**config.mk**
```make
export PLATFORM = sky130hd
export DESIGN_NAME = gbp_front
export DESIGN_NICKNAME = d
export VERILOG_FILES = /design/src/design/gbp_pkg.sv /design/src/design/gbp_front.sv
export SDC_FILE = /design/constraint.sdc
export NUM_CORES = 1
export LEC_CHECK = 0
export ABC_CLOCK_PERIOD_IN_PS = 8000
export BUFFER_PORTS_ARGS = -buffer_cell sky130_fd_sc_hd__buf_4
export CORE_MARGIN = 4
export CORE_UTILIZATION = 52
export CTS_CLUSTER_SIZE = 28
export DETAILED_ROUTE_END_ITERATION = 8
export PLACE_DENSITY = 0.79
export SKIP_LAST_GASP = 1
export SLEW_MARGIN = 0
export SYNTH_ARGS = -nofsm -noshare
export SYNTH_HDL_FRONTEND = slang
export SYNTH_SLANG_ARGS = --single-unit
```
**constraint.sdc**
```tcl
create_clock -name clk -period 8 [get_ports clk]
set_input_delay 0.8 -clock clk [delete_from_list [all_inputs] [get_ports clk]]
set_output_delay 0.8 -clock clk [all_outputs]
set_load 0.02 [all_outputs]
```
**src/design/gbp_pkg.sv**
```systemverilog
`timescale 1ns / 1ps
`default_nettype none

package gbp_pkg;

    // Default sizes. All three must be powers of two.
    localparam int BTB_ENTRIES_DEF  = 1024;
    localparam int PHT_ENTRIES_DEF  = 256;
    localparam int HISTORY_BITS_DEF = 8;

    // Words held between the front and the back.
    localparam int QUEUE_DEPTH = 2;

    localparam int ADDR_W = 64;

    // One accepted word after classification.
    typedef struct packed {
        logic              upd;     // update with a resolved branch
        logic              cond;    // update of a conditional branch: train the counter
        logic              taken;   // resolved direction
        logic [ADDR_W-1:0] pc;
        logic [ADDR_W-1:0] target;
    } item_t;

    // Queue head as seen by the back.
    typedef struct packed {
        logic  valid;
        item_t item;
    } front_out_t;

    // Control from the back to the front.
    typedef struct packed {
        logic pop;
        logic clearing;
    } back_ctrl_t;

    // One branch target buffer entry.
    typedef struct packed {
        logic              valid;
        logic              cond;
        logic [ADDR_W-1:0] tag;
        logic [ADDR_W-1:0] dest;
    } btb_line_t;

endpackage

`default_nettype wire

```
**src/design/gbp_front.sv**
```systemverilog
`timescale 1ns / 1ps
`default_nettype none

module gbp_front (
    input  wire logic                        clk,
    input  wire logic                        rst_n,
    input  wire logic                        start,
    output logic                             busy,
    input  wire logic                        func,
    input  wire logic [gbp_pkg::ADDR_W-1:0]  pc,
    input  wire logic                        is_cond,
    input  wire logic                        was_taken,
    input  wire logic [gbp_pkg::ADDR_W-1:0]  branch_target,
    input  wire gbp_pkg::back_ctrl_t         ctrl,
    output gbp_pkg::front_out_t              head
);

    localparam int QD  = gbp_pkg::QUEUE_DEPTH;
    localparam int QAW = (QD > 1) ? $clog2(QD) : 1;

    gbp_pkg::item_t q_reg [QD];
    logic [QAW-1:0] rd_ptr_reg, rd_ptr_next;
    logic [QAW-1:0] wr_ptr_reg, wr_ptr_next;
    logic [QAW:0]   count_reg, count_next;

    gbp_pkg::item_t new_item;
    logic           push;
    logic           pop;

    // Predicts use only the address; updates mark whether the counter trains.
    always_comb
    begin
        new_item.upd    = func;
        new_item.cond   = func & is_cond;
        new_item.taken  = was_taken;
        new_item.pc     = pc;
        new_item.target = branch_target;
    end

    assign busy = ctrl.clearing || (count_reg == (QAW+1)'(QD));
    assign push = start && !busy;
    assign pop  = ctrl.pop;

    always_comb
    begin
        rd_ptr_next = rd_ptr_reg;
        wr_ptr_next = wr_ptr_reg;
        count_next  = count_reg;
        if (push)
        begin
            wr_ptr_next = (wr_ptr_reg == QAW'(QD-1)) ? '0 : wr_ptr_reg + QAW'(1);
        end
        if (pop)
        begin
            rd_ptr_next = (rd_ptr_reg == QAW'(QD-1)) ? '0 : rd_ptr_reg + QAW'(1);
        end
        if (push && !pop)
        begin
            count_next = count_reg + (QAW+1)'(1);
        end
        else if (pop && !push)
        begin
            count_next = count_reg - (QAW+1)'(1);
        end
    end

    always_ff @(posedge clk or negedge rst_n)
    begin
        if (!rst_n)
        begin
            rd_ptr_reg <= '0;
            wr_ptr_reg <= '0;
            count_reg  <= '0;
        end
        else
        begin
            rd_ptr_reg <= rd_ptr_next;
            wr_ptr_reg <= wr_ptr_next;
            count_reg  <= count_next;
        end
    end

    always_ff @(posedge clk)
    begin
        if (push)
        begin
            q_reg[wr_ptr_reg] <= new_item;
        end
    end

    assign head.valid = (count_reg != '0);
    assign head.item  = q_reg[rd_ptr_reg];

endmodule

`default_nettype wire

```
==> metrics.md <==
| Metric | Value |
|---|---|
| Hold Vio Cnt, Final | `0` |
| Power per cell area | `344 nW/um2` |
| Core Region | `18,800 um2` |
| Postcts setup bufs | `0` |
| Rows | `50` |
| Fin crit period | `4.10 ns` |
| Combinational power share | `0.319` |
| All-Layer GR Usage | `0.170` |
| CTS Buf Count | `27` |
| Post-Route Setup TNS | `0 ns` |
| Placed Cells | `945` |
| Critical Path RT | `7.20 ns` |
| Post-Syn Instances | `428` |
| TritonCTS clock tree | `yes` |
| Switching Fraction | `0.292` |
| Worst path most repeated cell | `buf_4` |
| First-pass DRT Iterations | `4` |
| Sequential area share after synthesis | `0.797` |
| GRT overflow | `0` |
| Vias per cell | `4.97` |
| DP Wirelength | `13,000 um` |
| Critical path depth | `3` |
| Synth Cell Area | `9990 um2` |
| Gpl congestion | `0.765` |
| Synthesized flop and latch total | `266` |
| Net Sw Power | `1320 uW` |
| RSZ-0062 raised after global routing | `false` |
| Routed vias | `4,942` |
| Layout Cells excl Fill | `994` |
| CP bufs+invs | `2` |
| First-pass GRT wire length | `29,000 um` |
| Post-CTS sizing | `0` |
| Post-route ant nets | `0` |
| Design area | `13,100 um2` |
| DRC Markers | `0` |
| Slowest-stage cell, CP | `dfrtp_4` |
| Max Fanout on Critical Path | `76` |
| Ys Warns | `0` |
| Mean Syn Cell Area | `23.4 um2` |
| H-tree Lvls | `1` |
| IO Pins | `269` |
| Drt total wl | `19,200 um` |
| Count of final setup violators | `0` |
| Clock slew at reported path FFs | `0.06 ns` |
| Largest stage delay, worst path | `1.18 ns` |
| Antenna violations before repair | `0` |
| Vert. Die Dim | `147 um` |
| Filler cell count in the final layout | `1,179` |
| Crit. End Element | `primary output` |
| CTS Hold Bufs | `0` |
| P&R area growth vs syn | `31.1%` |
| Post-Route Skew | `0.0110 ns` |
| 1st-iter DRT viols | `241` |
| Slew headroom | `0.216` |
| Initial Utilization | `0.531` |
| CP Launch Type | `register` |
| Die area | `21,500 um2` |
| Post-Route Utilization | `0.696` |
| Worst skew pair latency | `0.51 ns` |
| Cell Area, Placed | `12,200 um2` |
| Share of layout cells above drive strength 1 | `0.613` |
| Worst-margin pin slew | `1.18 ns` |
| Max Cap Viol | `0` |
| Fin. max-slew vios | `0` |
| Largest area contributor in the netlist | `edfxtp_1` |
| Reg2Reg Depth | `5` |
| Pin count of the biggest net entering global routing | `78` |
| Wire length per cell | `19.3 um` |
| Die width | `147 um` |
| Leak | `0.00510 uW` |
| Worst hold margin | `0.0779 ns` |
| Fin crit share | `0.512` |
| Cell Chain, Critical Path | `buf_4, mux2_4, buf_4` |
| Yosys cell types | `16` |
| Outcome | `completed` |
| N_diodes | `0` |
| Port Buffers | `268` |
| Sequential Power Share | `0.414` |
| Top Family by Delay on Critical Path | `flip-flops` |
| WS Path Type | `register to primary output` |
| # nets final | `851` |
| Clock tree buffer depth | `3` |
| Area share of the largest cell type after synthesis | `0.787` |
| Max reg flops | `262` |
| Clock Power Share | `0.267` |
| Worst Hold Class | `input pin to async pin` |
| Vias in the first global route | `5,385` |
| Worst vdd ir | `0.270 mV` |
| Synth top area cells | `edfxtp_1 (79%), mux2_4 (12%), mux2_2 (5.7%)` |
| Fmax | `244 MHz` |
| Post-Syn Nets | `565` |
| Arrival time worst endpoint | `3.30 ns` |
| Sink Count | `266` |
| Clock Tree Root | `clkbuf_16` |
| Power Internal | `3190 uW` |
-- worst reg2reg max path, delay by kind of cell, from the launching register on --
kind                   cells  cell delay (ns)
buffers and inverters      2             1.36
AND/OR/NAND/NOR            3             1.08
flip-flops                 1             0.41
-- synth_stat cells --
cell type / n
xnor2_1: 2
buf_2: 5
and2_1: 2
mux2_4: 80
xor2_1: 3
buf_8: 1
or2_2: 1
dfrtp_1: 4
buf_6: 9
ha_1: 1
mux2_2: 51
nand3b_1: 1
inv_1: 2
nand2b_1: 2
nor2_1: 2
edfxtp_1: 262
-- power groups by stage --
stage,Sequential (uW),Combinational [uW],Clock [uW]
after floorplan,1820,1020,0
after global placement,1880,1430,0
after detailed placement,1900,1450,0
after CTS,1870,1450,1230
after global routing,1890,1500,1300
final,1860,1440,1200
-- final timing paths --
path	from	to	slack [ns]
setup / recovery	rd_ptr_reg$_DFFE_PN0P_	head[33]	3.90
hold / removal	rst_n	wr_ptr_reg$_DFFE_PN0N_	0.08
setup reg to reg	count_reg[0]$_DFFE_PN0P_	q_reg[0][47]$_DFFE_PP_	4.72
hold reg to reg	count_reg[1]$_DFFE_PN0P_	count_reg[1]$_DFFE_PN0P_	0.51
max in group asynchronous	rst_n	rd_ptr_reg$_DFFE_PN0P_	7.80
min in group clk	ctrl[1]	rd_ptr_reg$_DFFE_PN0P_	0.47
-- kinds of logic after synthesis --
family	share of synthesized area
buffers and inverters	0.0149
AND/OR/NAND/NOR	0.00463
adder cells (fa/ha/maj)	0.00125
XOR/XNOR	0.00438
flip-flops	0.797
multiplexers	0.178
-- stage by stage --
step	setup WS, ns	total power, uW
detailed placement	4.27	3340
global route	3.77	4690
CTS	3.91	4550
finish	3.90	4500
global placement	4.33	3310
floorplan	0.918	2850
-- layer usage --
layer	track usage	vias to the layer above	part of all wire
li1	-	2265	-
met5	0	-	0
met4	0.0409	0	0.017
met2	0.303	205	0.51
met3	0.0453	29	0.084
met1	0.208	2443	0.38
-- cell type report --
cell class | instances | area (um2) | share of cell area
flip-flops and latches | 266 | 7970 | 0.608
repair buffers | 272 | 2040 | 0.156
multi-input cells | 145 | 1890 | 0.144
clock buffers | 37 | 753 | 0.0575
well taps | 260 | 325 | 0.0248
clock inverters | 12 | 119 | 0.00907
inverters | 2 | 7.51 | 0.000573
-- cells in the final DEF, fill, tap and decap left out, types with 2 or more instances in the layout --
master and count:
buf_4 272, bufinv_16 2, clkbuf_1 6, clkbuf_16 27
clkbuf_8 4, clkinv_2 7, clkinvlp_4 2, dfrtp_1 3
edfxtp_1 262, inv_1 2, mux2_2 51, mux2_4 80
nand2b_1 2, xnor2_1 2, xor2_1 3
Note: power is estimated with default switching activity, not from simulation.
